<file path="src/design/lcwb_pkg.sv">
// ----------------------------------------------------------------------------
// lcwb_pkg: shared constants for the load cell weight and balance block
// Fixed-point scales, divider sizes and register indexes.
// ----------------------------------------------------------------------------
`default_nettype none
package lcwb_pkg;

    // 17 kg in 1/256 kg
    localparam int unsigned KG17_LSB        = 4352;
    // 0.01 kg threshold on the total, in LSB
    localparam int signed   TOTAL_THRESHOLD = 3;
    localparam int unsigned Q14_SHIFT       = 14;

    localparam int unsigned RAW_W  = 16;
    localparam int unsigned CAL_W  = 48;
    localparam int unsigned W_W    = 24;
    localparam int unsigned B_W    = 16;

    // corner divider: |4352 * diff| < 2^29, denominator 16 bits
    localparam int unsigned CORNER_NW = 29;
    localparam int unsigned CORNER_DW = 16;
    localparam int unsigned CORNER_QW = 29;

    // balance divider: |16384 * diff| < 2^40, total below 2^23
    localparam int unsigned COG_NW = 40;
    localparam int unsigned COG_DW = 23;
    localparam int unsigned COG_QW = 15;

    // register indexes
    localparam logic [2:0] REG_CAL_TR    = 3'd0;
    localparam logic [2:0] REG_CAL_BR    = 3'd1;
    localparam logic [2:0] REG_CAL_TL    = 3'd2;
    localparam logic [2:0] REG_CAL_BL    = 3'd3;
    localparam logic [2:0] REG_CAL_VALID = 3'd4;

endpackage
`default_nettype wire

</file>
<file path="src/design/lcwb_div.sv">
// ----------------------------------------------------------------------------
// lcwb_div: pipelined unsigned restoring divider
// One quotient bit per stage; a sideband word travels alongside.
// Requires num < den << QW.
// ----------------------------------------------------------------------------
`default_nettype none
module lcwb_div #(
    parameter int unsigned NW = lcwb_pkg::CORNER_NW,
    parameter int unsigned DW = lcwb_pkg::CORNER_DW,
    parameter int unsigned QW = lcwb_pkg::CORNER_QW,
    parameter int unsigned SW = 3
) (
    input  wire logic          aclk,
    input  wire logic          aresetn,
    input  wire logic          adv,
    input  wire logic          in_valid,
    input  wire logic [NW-1:0] num,
    input  wire logic [DW-1:0] den,
    input  wire logic [SW-1:0] side,
    output logic               out_valid,
    output logic [QW-1:0]      quo,
    output logic [SW-1:0]      out_side
);

    localparam int unsigned TW = (NW > DW + QW) ? NW : DW + QW;

    logic          vld_reg  [QW];
    logic [NW-1:0] rem_reg  [QW];
    logic [DW-1:0] den_reg  [QW];
    logic [QW-1:0] quo_reg  [QW];
    logic [SW-1:0] side_reg [QW];

    genvar k;
    generate
        for (k = 0; k < QW; k++) begin : g_stage
            logic          vld_in;
            logic [NW-1:0] rem_in;
            logic [DW-1:0] den_in;
            logic [QW-1:0] quo_in;
            logic [SW-1:0] side_in;
            logic [TW-1:0] trial;
            logic [TW-1:0] rem_ext;
            logic [NW-1:0] rem_next;
            logic [QW-1:0] quo_next;

            if (k == 0) begin : g_first
                assign vld_in  = in_valid;
                assign rem_in  = num;
                assign den_in  = den;
                assign quo_in  = '0;
                assign side_in = side;
            end else begin : g_rest
                assign vld_in  = vld_reg[k-1];
                assign rem_in  = rem_reg[k-1];
                assign den_in  = den_reg[k-1];
                assign quo_in  = quo_reg[k-1];
                assign side_in = side_reg[k-1];
            end

            // trial subtract of den shifted to this bit position
            always_comb begin
                trial    = TW'(den_in) << (QW - 1 - k);
                rem_ext  = TW'(rem_in);
                rem_next = rem_in;
                quo_next = quo_in;
                if (rem_ext >= trial) begin
                    rem_next           = NW'(rem_ext - trial);
                    quo_next[QW-1-k]   = 1'b1;
                end
            end

            always_ff @(posedge aclk) begin
                if (!aresetn) begin
                    vld_reg[k] <= 1'b0;
                end else if (adv) begin
                    vld_reg[k]  <= vld_in;
                    rem_reg[k]  <= rem_next;
                    den_reg[k]  <= den_in;
                    quo_reg[k]  <= quo_next;
                    side_reg[k] <= side_in;
                end
            end
        end
    endgenerate

    assign out_valid = vld_reg[QW-1];
    assign quo       = quo_reg[QW-1];
    assign out_side  = side_reg[QW-1];

endmodule
`default_nettype wire

</file>
<file path="config.mk">
export PLATFORM = sky130hd
export DESIGN_NAME = lcwb_div
export DESIGN_NICKNAME = d
export VERILOG_FILES = /design/src/design/lcwb_pkg.sv /design/src/design/lcwb_div.sv
export SDC_FILE = /design/constraint.sdc
export NUM_CORES = 2
export LEC_CHECK = 0
export BUFFER_PORTS_ARGS = -buffer_cell sky130_fd_sc_hd__buf_4
export CORE_MARGIN = 2
export CORE_UTILIZATION = 59
export CTS_BUF_LIST = sky130_fd_sc_hd__clkbuf_8
export CTS_CLUSTER_SIZE = 20
export DETAILED_ROUTE_END_ITERATION = 10
export PLACE_DENSITY = 0.88
export SYNTH_ARGS = -nofsm -noshare
export SYNTH_HDL_FRONTEND = slang
export SYNTH_SLANG_ARGS = --single-unit
</file>
<file path="constraint.sdc">
create_clock -name aclk -period 46.8 [get_ports aclk]
set_input_delay 7.02 -clock aclk [delete_from_list [all_inputs] [get_ports aclk]]
set_output_delay 7.02 -clock aclk [all_outputs]
set_load 0.1 [all_outputs]
</file>
# Yosys cells after proc, flatten, opt, wreduce, memory -nomap -nowiden
# Memories as Yosys holds them, arrays and structs flattened.
# Index checks and enable logic that the tools add are counted.
# op_classes
addsub,29
n_lt_le_gt_ge,29
muxes,91
bitwise,29
# ops
cell,n
two-way mux 29 bit,29
subtractor 29 bit,16
two-way mux 1 bit,62
greater-or-equal comparator 29 x 44 -> 1 bit,1
greater-or-equal comparator 29 x 43 -> 1 bit,1
greater-or-equal comparator 29 x 42 -> 1 bit,1
greater-or-equal comparator 29 x 41 -> 1 bit,1
greater-or-equal comparator 29 x 40 -> 1 bit,1
greater-or-equal comparator 29 x 39 -> 1 bit,1
greater-or-equal comparator 29 x 38 -> 1 bit,1
greater-or-equal comparator 29 x 37 -> 1 bit,1
greater-or-equal comparator 29 x 36 -> 1 bit,1
greater-or-equal comparator 29 x 35 -> 1 bit,1
greater-or-equal comparator 29 x 34 -> 1 bit,1
greater-or-equal comparator 29 x 33 -> 1 bit,1
greater-or-equal comparator 29 x 32 -> 1 bit,1
greater-or-equal comparator 29 x 31 -> 1 bit,1
greater-or-equal comparator 29 x 30 -> 1 bit,1
greater-or-equal comparator 29 x 16 -> 1 bit,1
greater-or-equal comparator 29 x 17 -> 1 bit,1
greater-or-equal comparator 29 x 18 -> 1 bit,1
greater-or-equal comparator 29 x 19 -> 1 bit,1
greater-or-equal comparator 29 x 20 -> 1 bit,1
greater-or-equal comparator 29 x 21 -> 1 bit,1
22 further kinds,50
# totals
regBits,0
ram_bits,2262
out_inout_bits,33
elab_cells,183
n_memories,5
# mem_list
name,words,word_bits,read_ports,rd_clocked_by_memory_dff,wr,line,source
quo_reg,29,29,29,0,29,lcwb_div.sv:30,logic [QW-1:0] quo_reg [QW];
rem_reg,29,29,28,0,29,lcwb_div.sv:28,logic [NW-1:0] rem_reg [QW];
den_reg,29,16,28,0,29,lcwb_div.sv:29,logic [DW-1:0] den_reg [QW];
side_reg,29,3,29,0,29,lcwb_div.sv:31,logic [SW-1:0] side_reg [QW];
vld_reg,29,1,29,0,29,lcwb_div.sv:27,logic vld_reg [QW];

# Logic depth before layout (Yosys ltp)
# logic_depth
word_depth,4
depth_mapped,14
mapped_depth_nobuf,13

# Worst setup path after synthesis
# OpenSTA, ideal clock, no wires.
# synth_timing
path_kind,input to register
start,input aresetn
end,memory den_reg[0][0] (netlist bit) (enable)
arrival_ns,47.359
setup_slack_ns,-2.963
stages,2
path_buffers,1
path_cell_list,clkbuf_1 -> and2_1
# synth_rtl
element,line,source
from (decl),lcwb_div.sv:14,"input wire logic aresetn,"
to (decl),lcwb_div.sv:29,

==> results.sh <==
export IMPL_cts_root_buf="clkbuf_8"
export IMPL_critPathLaunchType="input port"
export IMPL_grt_max_degree=235
export IMPL_tightest_slew_ns=1.251
export IMPL_drt_iter0_markers=4091
export IMPL_min_path_type="register to register"
export IMPL_ys_seq_area_frac=0.7049
export IMPL_drive_above_1_share=0.1085
export IMPL_cts_setup_buffers=0
export IMPL_worst_slack_ns=34.46
export IMPL_worstHoldStart="quo_reg[1][57]"
export IMPL_fmax_mhz=81.01
export IMPL_utilization=0.6570
export IMPL_htreeDepth=5
export IMPL_clk_latency_ns=0.96
export IMPL_dp_hpwl_um=93470
export IMPL_grt_busiest_layer="met2"
export IMPL_r2r_slack_ns=42.67
export IMPL_drc=0
export IMPL_fp_coreArea_um2=129600
export IMPL_critPathCaptureType="register"
export IMPL_dp_slack_ns=33.59
export IMPL_rsz0062_at_grt="no"
export IMPL_post_cts_resized=0
export IMPL_die_h_um=365.6
export IMPL_nets=5986
export IMPL_seq_area_um2=54370
export IMPL_path_class="input port to register"
export IMPL_r2r_worst_path_cells=10
export IMPL_cp_required_ns=47.31
export IMPL_wl_per_cell_um=18.67
export IMPL_synth_ff_type="edfxtp_1"
export IMPL_synth_edf_count=1810
export IMPL_dieArea_um2=133600
export IMPL_ys_warn_count=0
export IMPL_multi_input_area_um2=20790
export IMPL_skew_ns=0.06843
export IMPL_hold_viol=0
export IMPL_io_pins=85
export IMPL_synthArstFlopShare=0
export IMPL_dieWidth_um=365.6
export IMPL_cts_sinks=1811
export IMPL_slew_viol_final=0
export IMPL_cts_tree="yes"
export IMPL_synth_area_top_cells="edfxtp_1 (70%), ha_1 (5.6%), inv_1 (2.2%), xnor2_1 (1.8%), o21ai_0 (1.7%)"
export IMPL_min_to="quo_reg[1][86]"
export IMPL_finalCriticalPeriod_ns=12.34
export IMPL_drv_cap=0
export IMPL_power_leakage_nw=31.55
export IMPL_p_total_w=0.003467
export IMPL_slew_headroom=0.1631
export IMPL_cts_buffers_inserted=302
export IMPL_cts_hold_buf=0
export IMPL_synthMostInstantiatedCell="edfxtp_1"
export IMPL_syn_area_um2=77140
export IMPL_gp_congestion=0.9380
export IMPL_dr_pass1_iters=6
export IMPL_grt_total_usage=0.2111
export IMPL_ir_drop_mv=0.03145
export IMPL_rows=132
export IMPL_largest_register_ffs=812
export IMPL_area_delta_synth_final_pct=10.43
export IMPL_fill_cells=8522
export IMPL_synth_distinct_cells=94
export IMPL_vias=43730
export IMPL_worstHoldPathCells=0
export IMPL_overflow=0
export IMPL_syn_num_nets=5641
export IMPL_grt_pass1_vias=43940
export IMPL_critPathArrivalTime_ns=12.86
export IMPL_grt_met2_usage=0.3425
export IMPL_synth_cells=5218
export IMPL_ys_seq_elements=1811
export IMPL_reg2reg_to="rem_reg[21][26]"
export IMPL_grt_pass1_wl_um=222900
export IMPL_yosys_top_cells_count="edfxtp_1 (1,810), inv_1 (446), ha_1 (344), nand2_1 (294), o21ai_0 (261)"
export IMPL_yosys_area_top_type="edfxtp_1"
export IMPL_via_per_inst=5.821
export IMPL_io_buffers=84
export IMPL_synth_top_area_frac=0.7046
export IMPL_clkTransAtPathRegs_ns=0.06
export IMPL_met3_usage=0.04986
export IMPL_crit_fanout=84
export IMPL_clk_path_buf_depth=4
export IMPL_crit_start="aresetn"
export IMPL_period_share=0.2638
export IMPL_syn_area_per_cell_um2=14.78
export IMPL_antenna_found_initial=2
export IMPL_outcome="finished clean"
export IMPL_finalSetupViolations=0
export IMPL_fin_tns_setup_ns=0
export IMPL_start_util=0.5950
export IMPL_routed_wl_um=140200
export IMPL_rr_startpoint="rem_reg[20][9]"
export IMPL_met1_usage=0.2714
export IMPL_power_density_nw_per_um2=40.71
export IMPL_drtAntennaViolNets=0
[worst max-delay path by stage]
stage,endpoint,slack (ns),cells after the start
4_1_cts,quo_reg[5][114],34.62,7
6_report,quo_reg[6][85],34.46,7
5_1_grt,side_reg[4][3],34.11,7
3_5_place_dp,side_reg[3][6],33.59,7
3_3_place_gp,side_reg[3][6],33.87,7
2_1_floorplan,den_reg[0][0],17.33,2
[cell type report]
class	count	area share
repair buffers	110	0.01013
diodes	1	0.00002938
clock buffers	312	0.05041
multi-input cells	2888	0.2441
inverters	450	0.01983
flip-flops and latches	1811	0.6383
well taps	1742	0.02559
clock inverters	197	0.01163
[where the power goes]
part           switching (W)  internal (W)  total [W]
Combinational       0.000184      0.000118   0.000302
Clock               0.000595      0.000653    0.00125
Sequential         0.0000396       0.00188    0.00192
[cell usage in the layout (no fill, tap or decap), types with 16 or more instances in the layout]
cell / count
fa_1: 27
a21oi_1: 242
mux2_2: 111
inv_1: 523
a21o_1: 103
clkbuf_8: 312
a21boi_0: 19
nand2b_1: 53
a211oi_1: 38
o21ai_0: 260
nand4_1: 65
clkinv_1: 76
xor2_1: 125
and3_1: 51
nand2_1: 294
ha_1: 344
nor3_1: 83
nor2b_1: 68
o21a_1: 54
mux2i_1: 23
o31ai_1: 34
a31oi_1: 26
nor2_1: 238
buf_4: 107
nor4_1: 121
or3_1: 16
edfxtp_1: 1810
or4_1: 30
clkinv_2: 31
nand3_1: 56
xnor2_1: 160
[stage by stage]
| stage | std cells | hold WS (ns) | instance area, um2 |
|---|---|---|---|
| floorplan | 5218 | 0.4003 | 77140 |
| global placement | 7001 | 0.4005 | 79900 |
| detailed placement | 7001 | 0.4045 | 79900 |
| CTS | 7510 | 0.3763 | 85180 |
| global route | 7511 | 0.3814 | 85180 |
| finish | 7511 | 0.3650 | 85180 |
[cells by family (layout without fill, tap and decap cells)]
logic type               count (synthesis)  after routing  synth area share
flip-flops                            1811           1811            0.7049
AND/OR/NAND/NOR                       1175           1175           0.07909
AO/OA/AOI/OAI                          923            923           0.07591
buffers and inverters                  519           1069           0.02577
adder cells (fa/ha/maj)                371            371           0.06281
XOR/XNOR                               285            285           0.03236
multiplexers                           134            134           0.01919
other                                    0              1                 0
[worst max-delay path, cell delays in order]
cell and delay (ns):
buf_4 0.22, and2_4 0.88, buf_4 0.81, buf_4 0.81
buf_4 0.95, buf_4 0.93, buf_4 0.90
[routing by layer]
layer  up-vias  part of all wire
li1      20460                 -
met3       384             0.075
met1     21210              0.41
met5         -                 0
met4         0             0.039
met2      1665              0.48
No activity file was read; power rests on OpenSTA's default activity.
