<file path="config.mk">
export PLATFORM = sky130hd
export DESIGN_NAME = lcwb_lane
export DESIGN_NICKNAME = d
export VERILOG_FILES = /design/src/design/lcwb_pkg.sv /design/src/design/lcwb_div.sv /design/src/design/lcwb_lane.sv
export SDC_FILE = /design/constraint.sdc
export NUM_CORES = 2
export LEC_CHECK = 0
export ABC_AREA = 1
export BUFFER_PORTS_ARGS = -buffer_cell sky130_fd_sc_hd__buf_2
export CAP_MARGIN = 5
export CELL_PAD_IN_SITES_DETAIL_PLACEMENT = 0
export CELL_PAD_IN_SITES_GLOBAL_PLACEMENT = 2
export CORE_ASPECT_RATIO = 2
export CORE_MARGIN = 8
export CORE_UTILIZATION = 45
export DETAILED_ROUTE_END_ITERATION = 8
export HOLD_SLACK_MARGIN = 0.12
export PLACE_DENSITY_LB_ADDON = 0.1
export SETUP_SLACK_MARGIN = 0.3
export SYNTH_ARGS = -nofsm -noshare
export SYNTH_HDL_FRONTEND = slang
export SYNTH_SLANG_ARGS = --single-unit
</file>
<file path="constraint.sdc">
create_clock -name aclk -period 112.1 [get_ports aclk]
set_clock_uncertainty 0.1 [all_clocks]
set_input_delay 22.42 -clock aclk [delete_from_list [all_inputs] [get_ports aclk]]
set_output_delay 22.42 -clock aclk [all_outputs]
set_load 0.005 [all_outputs]
</file>
<file path="src/design/lcwb_pkg.sv">
// ----------------------------------------------------------------------------
// lcwb_pkg: shared constants for the load cell weight and balance block
// Fixed-point scales, divider sizes and register indexes.
// ----------------------------------------------------------------------------
`default_nettype none
package lcwb_pkg;

    // 17 kg in 1/256 kg
    localparam int unsigned KG17_LSB        = 4352;
    // 0.01 kg threshold on the total, in LSB
    localparam int signed   TOTAL_THRESHOLD = 3;
    localparam int unsigned Q14_SHIFT       = 14;

    localparam int unsigned RAW_W  = 16;
    localparam int unsigned CAL_W  = 48;
    localparam int unsigned W_W    = 24;
    localparam int unsigned B_W    = 16;

    // corner divider: |4352 * diff| < 2^29, denominator 16 bits
    localparam int unsigned CORNER_NW = 29;
    localparam int unsigned CORNER_DW = 16;
    localparam int unsigned CORNER_QW = 29;

    // balance divider: |16384 * diff| < 2^40, total below 2^23
    localparam int unsigned COG_NW = 40;
    localparam int unsigned COG_DW = 23;
    localparam int unsigned COG_QW = 15;

    // register indexes
    localparam logic [2:0] REG_CAL_TR    = 3'd0;
    localparam logic [2:0] REG_CAL_BR    = 3'd1;
    localparam logic [2:0] REG_CAL_TL    = 3'd2;
    localparam logic [2:0] REG_CAL_BL    = 3'd3;
    localparam logic [2:0] REG_CAL_VALID = 3'd4;

endpackage
`default_nettype wire

</file>
<file path="src/design/lcwb_div.sv">
// ----------------------------------------------------------------------------
// lcwb_div: pipelined unsigned restoring divider
// One quotient bit per stage; a sideband word travels alongside.
// Requires num < den << QW.
// ----------------------------------------------------------------------------
`default_nettype none
module lcwb_div #(
    parameter int unsigned NW = lcwb_pkg::CORNER_NW,
    parameter int unsigned DW = lcwb_pkg::CORNER_DW,
    parameter int unsigned QW = lcwb_pkg::CORNER_QW,
    parameter int unsigned SW = 3
) (
    input  wire logic          aclk,
    input  wire logic          aresetn,
    input  wire logic          adv,
    input  wire logic          in_valid,
    input  wire logic [NW-1:0] num,
    input  wire logic [DW-1:0] den,
    input  wire logic [SW-1:0] side,
    output logic               out_valid,
    output logic [QW-1:0]      quo,
    output logic [SW-1:0]      out_side
);

    localparam int unsigned TW = (NW > DW + QW) ? NW : DW + QW;

    logic          vld_reg  [QW];
    logic [NW-1:0] rem_reg  [QW];
    logic [DW-1:0] den_reg  [QW];
    logic [QW-1:0] quo_reg  [QW];
    logic [SW-1:0] side_reg [QW];

    genvar k;
    generate
        for (k = 0; k < QW; k++) begin : g_stage
            logic          vld_in;
            logic [NW-1:0] rem_in;
            logic [DW-1:0] den_in;
            logic [QW-1:0] quo_in;
            logic [SW-1:0] side_in;
            logic [TW-1:0] trial;
            logic [TW-1:0] rem_ext;
            logic [NW-1:0] rem_next;
            logic [QW-1:0] quo_next;

            if (k == 0) begin : g_first
                assign vld_in  = in_valid;
                assign rem_in  = num;
                assign den_in  = den;
                assign quo_in  = '0;
                assign side_in = side;
            end else begin : g_rest
                assign vld_in  = vld_reg[k-1];
                assign rem_in  = rem_reg[k-1];
                assign den_in  = den_reg[k-1];
                assign quo_in  = quo_reg[k-1];
                assign side_in = side_reg[k-1];
            end

            // trial subtract of den shifted to this bit position
            always_comb begin
                trial    = TW'(den_in) << (QW - 1 - k);
                rem_ext  = TW'(rem_in);
                rem_next = rem_in;
                quo_next = quo_in;
                if (rem_ext >= trial) begin
                    rem_next           = NW'(rem_ext - trial);
                    quo_next[QW-1-k]   = 1'b1;
                end
            end

            always_ff @(posedge aclk) begin
                if (!aresetn) begin
                    vld_reg[k] <= 1'b0;
                end else if (adv) begin
                    vld_reg[k]  <= vld_in;
                    rem_reg[k]  <= rem_next;
                    den_reg[k]  <= den_in;
                    quo_reg[k]  <= quo_next;
                    side_reg[k] <= side_in;
                end
            end
        end
    endgenerate

    assign out_valid = vld_reg[QW-1];
    assign quo       = quo_reg[QW-1];
    assign out_side  = side_reg[QW-1];

endmodule
`default_nettype wire

</file>
<file path="src/design/lcwb_lane.sv">
// ----------------------------------------------------------------------------
// lcwb_lane: one corner of the weight conversion
// Picks the calibration segment, divides, then offsets and saturates.
// ----------------------------------------------------------------------------
`default_nettype none
module lcwb_lane (
    input  wire logic                              aclk,
    input  wire logic                              aresetn,
    input  wire logic                              adv,
    input  wire logic                              in_valid,
    input  wire logic [lcwb_pkg::RAW_W-1:0]        reading,
    input  wire logic [lcwb_pkg::CAL_W-1:0]        cal,
    output logic                                   out_valid,
    output logic signed [lcwb_pkg::W_W-1:0]        weight
);

    localparam int unsigned QW = lcwb_pkg::CORNER_QW;

    logic signed [16:0] r, c0, c17, c34, a, b;
    logic               upper, flat, neg;
    logic [15:0]        amag, bmag;
    logic [lcwb_pkg::CORNER_NW-1:0] num;
    logic [2:0]         side, side_o;
    logic [QW-1:0]      q;
    logic signed [QW+1:0] sq, wv;

    // segment selection and magnitudes
    always_comb begin
        r     = signed'({1'b0, reading});
        c0    = signed'({1'b0, cal[15:0]});
        c17   = signed'({1'b0, cal[31:16]});
        c34   = signed'({1'b0, cal[47:32]});
        upper = r > c17;
        a     = upper ? r - c17 : r - c0;
        b     = upper ? c34 - c17 : c17 - c0;
        flat  = (b == 17'sd0);
        neg   = a[16] ^ b[16];
        amag  = a[16] ? 16'(-a) : a[15:0];
        bmag  = b[16] ? 16'(-b) : b[15:0];
        num   = lcwb_pkg::CORNER_NW'(amag) * lcwb_pkg::CORNER_NW'(lcwb_pkg::KG17_LSB);
        side  = {upper, flat, neg};
    end

    lcwb_div #(
        .NW(lcwb_pkg::CORNER_NW), .DW(lcwb_pkg::CORNER_DW), .QW(QW), .SW(3)
    ) u_div (
        .aclk(aclk), .aresetn(aresetn), .adv(adv), .in_valid(in_valid),
        .num(num), .den(bmag), .side(side),
        .out_valid(out_valid), .quo(q), .out_side(side_o)
    );

    // sign, segment offset, flat cases and saturation
    always_comb begin
        sq = side_o[0] ? -signed'((QW+2)'(q)) : signed'((QW+2)'(q));
        if (side_o[1])
            wv = side_o[2] ? (QW+2)'(lcwb_pkg::KG17_LSB) : '0;
        else
            wv = side_o[2] ? sq + (QW+2)'(lcwb_pkg::KG17_LSB) : sq;
        if (wv > (QW+2)'(24'sh7FFFFF))
            weight = 24'sh7FFFFF;
        else if (wv < -(QW+2)'(25'sh0800000))
            weight = -24'sh800000;
        else
            weight = wv[23:0];
    end

endmodule
`default_nettype wire

</file>
== Yosys cells after proc, flatten, opt, wreduce, memory -nomap -nowiden ==
Memories as Yosys holds them, arrays and structs flattened.
Cells that the tools add are included.
Word-level totals
  register bits: 0
  bits in writable memories: 2262
  output and inout bits: 25
  word-level logic and storage cells: 207
  memories kept: 5
Operators by class
  add/sub/neg operators: 37
  multiply operators: 1
  order comparisons: 32
  mux-type cells: 101
  bitwise logic cells: 30
  reduce and logical (&&, ||, !) cells: 1
Memories
  u_div.quo_reg: words 29, width 29, rd ports 29, clocked after memory_dff 0, wr ports 29, RTL line lcwb_div.sv:30  | logic [QW-1:0] quo_reg [QW];
  u_div.rem_reg: words 29, width 29, rd ports 28, clocked after memory_dff 0, wr ports 29, RTL line lcwb_div.sv:28  | logic [NW-1:0] rem_reg [QW];
  u_div.den_reg: words 29, width 16, rd ports 28, clocked after memory_dff 0, wr ports 29, RTL line lcwb_div.sv:29  | logic [DW-1:0] den_reg [QW];
  u_div.side_reg: words 29, width 3, rd ports 29, clocked after memory_dff 0, wr ports 29, RTL line lcwb_div.sv:31  | logic [SW-1:0] side_reg [QW];
  u_div.vld_reg: words 29, width 1, rd ports 29, clocked after memory_dff 0, wr ports 29, RTL line lcwb_div.sv:27  | logic vld_reg [QW];
Operators with widths (count)
  $mux W29: 29
  $sub A29 B29 Y29: 16
  $mux W31: 3
  $sub A16 B16 Y17: 4
  $mux W1: 62
  $mux W24: 2
  $ge A29 B44 Y1: 1
  $ge A29 B43 Y1: 1
  $ge A29 B42 Y1: 1
  $ge A29 B41 Y1: 1
  $ge A29 B40 Y1: 1
  $ge A29 B39 Y1: 1
  $ge A29 B38 Y1: 1
  $ge A29 B37 Y1: 1
  $ge A29 B36 Y1: 1
  $ge A29 B35 Y1: 1
  $ge A29 B34 Y1: 1
  $mux W17: 2
  $ge A29 B33 Y1: 1
  $ge A29 B32 Y1: 1
  $mux W16: 2
  $neg A16 Y16: 2
  $add A31 B13 Y31 const B: 1
  $ge A29 B31 Y1: 1
  37 further kinds: 65

== Longest topological paths before layout ==
An unclocked memory read counts as a cell.
  word-level depth: 9
  mapped depth: 53

== Cells and area by module ==
From an unflattened synthesis, not the netlist that was laid out.
Unflattened totals
  cell total of the unflattened synthesis: 10064
  area, all modules: 94720.8 sq um
By module, submodules not included
  lcwb_div: times used 1, cells each 8586, area each 86955.9 sq um, sequential area each 54372.1 sq um
  lcwb_lane: times used 1, cells each 1478, area each 7764.9 sq um, sequential area each 0.0 sq um

== Worst setup path before layout ==
No wires, ideal clock.
  path kind: in2reg
  from: in aresetn
  to: mem u_div.den_reg[0][0] (netlist bit) (enable)
  setup time: 1905 ps
  data arrival time: 53023 ps
  data required time: 110095 ps
  setup slack: 57072 ps
  cell stages on the path: 3
  cell sequence: nand2_1 > clkbuf_1 > inv_1
RTL lines
  from (decl): RTL line lcwb_lane.sv:8  | input wire logic aresetn,
  to (decl): RTL line lcwb_div.sv:29

==> summary.txt <==
CTS
  – Worst-Skew Late Latency: 810 ps
  – Cts repair resizes: 0
  – CTS tree: built
  – H-tree Lvls: 4
  – Clock transition at the registers of the reported paths: 70 ps
  – CTS Root Buffer Type: clkbuf_16
  – # clock sinks: 1615
  – CTS max path bufs: 4
  – TritonCTS Buffers: 152
  – Post-CTS Hold Buffers: 0
  – Setup Buffers After CTS: 0

Placed design
  – Half-perimeter wire length after placement: 160000 µm
  – Placed cell count: 9003
  – Final RePlAce weighted congestion: 0.895
  – I/O Buffers: 92
  – Place WS: 80990 ps

Synth
  – Sequential element share of the synthesized area: 0.630
  – Ys async rst share: 0
  – Cells after synthesis: 6675
  – Number of synthesized register bits: 1615
  – Syn_area_per_cell: 11.5 µm²
  – Main synth FF type: edfxtp_1
  – Synth cell types: 70
  – Number of synthesized flops with an enable pin: 1614
  – Synth warn: 0
  – Mapped Nets: 7206
  – Synthesized cell area: 0.0769 mm²

Global route
  – Initial antenna violation count: 5
  – First-pass GRT wire length: 295000 µm
  – Largest net degree at the start of global routing: 189
  – Vias in the first global route: 51.5k
  – GR Util All Layers: 0.214
  – Grt ovf: 0

Timing
  – Final setup fails: 0
  – Final count of hold timing violations: 0
  – Worst Max-Slew Pin Slew: 1300 ps
  – RSZ-0062 raised after global routing: no
  – Final TNS setup: 0 ps
  – Fin. max-slew vios: 0
  – Period utilization: 0.268
  – Slew headroom: 0.123
  – Min Tclk post-route: 30090 ps
  – Max frequency: 33.2 MHz
  – Final WS setup: 82010 ps

Die
  – Initial Utilization: 0.453
  – Die area: 0.185 mm²
  – CORE AREA: 0.170 mm²
  – Die Span X: 308 µm
  – # IOs: 93
  – Site Rows: 214
  – Die H: 601 µm

Detailed routing
  – Post-DR vias/cell: 5.19
  – Antenna Nets Post-Route: 0
  – DRC Markers: 0
  – Vias: 48.1k
  – TritonRoute pass-1 iters: 5
  – DRT Wirelength: 202000 µm
  – Routed wire length per instance: 21.8 µm
  – Initial drt markers: 2369

Final layout
  – Commonest non-fill, non-tap cells in the layout: 1614 x edfxtp_1, 1001 x nand2_1, 901 x inv_1
  – Final std cells w/o fill: 9280
  – Synth-to-layout area growth: 10.5%
  – Commonest non-fill, non-tap cell in the layout: edfxtp_1
  – Layout net count: 7420
  – Max reg flops: 616
  – Share of cells above drive strength 1: 0.0606

Critical path
  – Worst Setup Start Kind: primary input
  – Crit end category: register
  – Worst Path Required: 112540 ps
  – Critical Path AT: 30530 ps
  – Most frequent CP cell: nand2_1
  – Crit Path Max Fanout: 41
  – Critical Path Slowest Stage Cell: nor3_1
  – Slowest stage delay, CP: 570 ps
  – Crit Path Category: in -> reg

Outcome
  – Status: finished, final reports clean

Flow run
  – Max Cap Viol: 0

Worst hold path
  – HP Class: reg -> reg

Power
  – Pleak: 33.4 nW
  – Max VDD drop: 0.0000131 V
  – Pwr/cell area: 17.1 mW/mm²
-- path summary, 6_finish.rpt --
kind / start / to / slack (ps) / cells past startpoint
max: cal[23] / u_div.rem_reg[0][28] / 82010 / 50
min: u_div.quo_reg[1][14] / u_div.quo_reg[1][43] / 260 / 0
max reg2reg: u_div.rem_reg[17][12] / u_div.rem_reg[18][26] / 107360 / 14
min reg2reg: u_div.quo_reg[1][14] / u_div.quo_reg[1][43] / 260 / 0
-- layout make-up --
| class | count | area (µm²) |
|---|---|---|
| antenna | 13 | 32.5 |
| sequential | 1615 | 48500 |
| clock inverter | 84 | 648 |
| clock buffer | 180 | 3990 |
| inverter | 911 | 3430 |
| timing repair buffer | 146 | 878 |
| fill | 15400 | 84700 |
| multi-input combinational | 4063 | 24700 |
| tap | 2268 | 2840 |
-- power by group --
| group | total [W] | switching [W] | leakage [nW] | internal, W |
|---|---|---|---|---|
| Clock | 0.000496 | 0.000223 | 2.26 | 0.000274 |
| Sequential | 0.000728 | 0.0000182 | 15.1 | 0.000709 |
| Combinational | 0.000231 | 0.000156 | 16.0 | 0.0000748 |
-- per-stage QoR --
step	utilization	total power [W]	cell area [µm²]	hold slack (ps)
final	0.501	0.00146	85000	263
after floorplan	-	0.000925	76900	300
after detailed placement	0.473	0.000976	80300	305
after global placement	0.473	0.000976	80300	300
after global routing	0.501	0.00152	85000	262
after CTS	0.501	0.00148	85000	258
-- routing by layer --
layer / track usage / part of all wire / routed length (µm) / vias up
li1: - / - / - / 23700
met1: 0.145 / 0.26 / 52400 / 23100
met2: 0.477 / 0.63 / 126000 / 864
met3: 0.0197 / 0.022 / 4380 / 496
met4: 0.169 / 0.094 / 18900 / 0
met5: 0 / 0 / 0 / -
-- worst max-delay path: cells and delay by family --
family                     cells  cell delay, ps
AOI/OAI and AO/OA              4             920
xor gates and xnor gates       2             550
adders and majority gates      3            1070
buffers and inverters          7            1180
and+or+nand+nor               34            4300
-- cell families (layout without fill, tap and decap cells) --
family                     count (synthesis)  after routing  share of synthesized area
AOI/OAI and AO/OA                       1051           1051                     0.0748
adders and majority gates                463            463                     0.0784
xor gates and xnor gates                 420            420                     0.0478
other                                      0             13                          0
DFF                                     1615           1615                      0.630
muxes                                      1              1                   0.000146
and+or+nand+nor                         2128           2128                      0.119
buffers and inverters                    997           1321                     0.0498
-- synth_stat cells (all sizes together) (3+ instances only) --
library cell | instances | share of area
a211oi | 14 | 0.0014
a21boi | 8 | 0.00078
a21o | 14 | 0.0014
a21oi | 559 | 0.036
a221oi | 6 | 0.00068
a311oi | 4 | 0.00046
a31oi | 13 | 0.0011
a41oi | 4 | 0.00046
and2 | 8 | 0.00065
and3 | 5 | 0.00041
buf | 24 | 0.0024
clkbuf | 62 | 0.0030
edfxtp | 1614 | 0.63
fa | 32 | 0.0083
ha | 431 | 0.070
inv | 909 | 0.044
nand2 | 1015 | 0.050
nand3 | 229 | 0.015
nand3b | 17 | 0.0017
nand4 | 81 | 0.0066
nor2 | 580 | 0.029
nor3 | 74 | 0.0051
nor3b | 4 | 0.00039
nor4 | 90 | 0.0074
nor4b | 3 | 0.00034
o2111ai | 12 | 0.0014
o211ai | 9 | 0.00088
o21a | 13 | 0.0013
o21ai | 327 | 0.022
o21bai | 32 | 0.0031
o221ai | 9 | 0.0010
o22ai | 3 | 0.00024
o31ai | 10 | 0.00098
o41ai | 4 | 0.00055
or2 | 10 | 0.00081
or4 | 10 | 0.00098
xnor2 | 179 | 0.020
xor2 | 241 | 0.027
(Power assumes the default switching activity.)
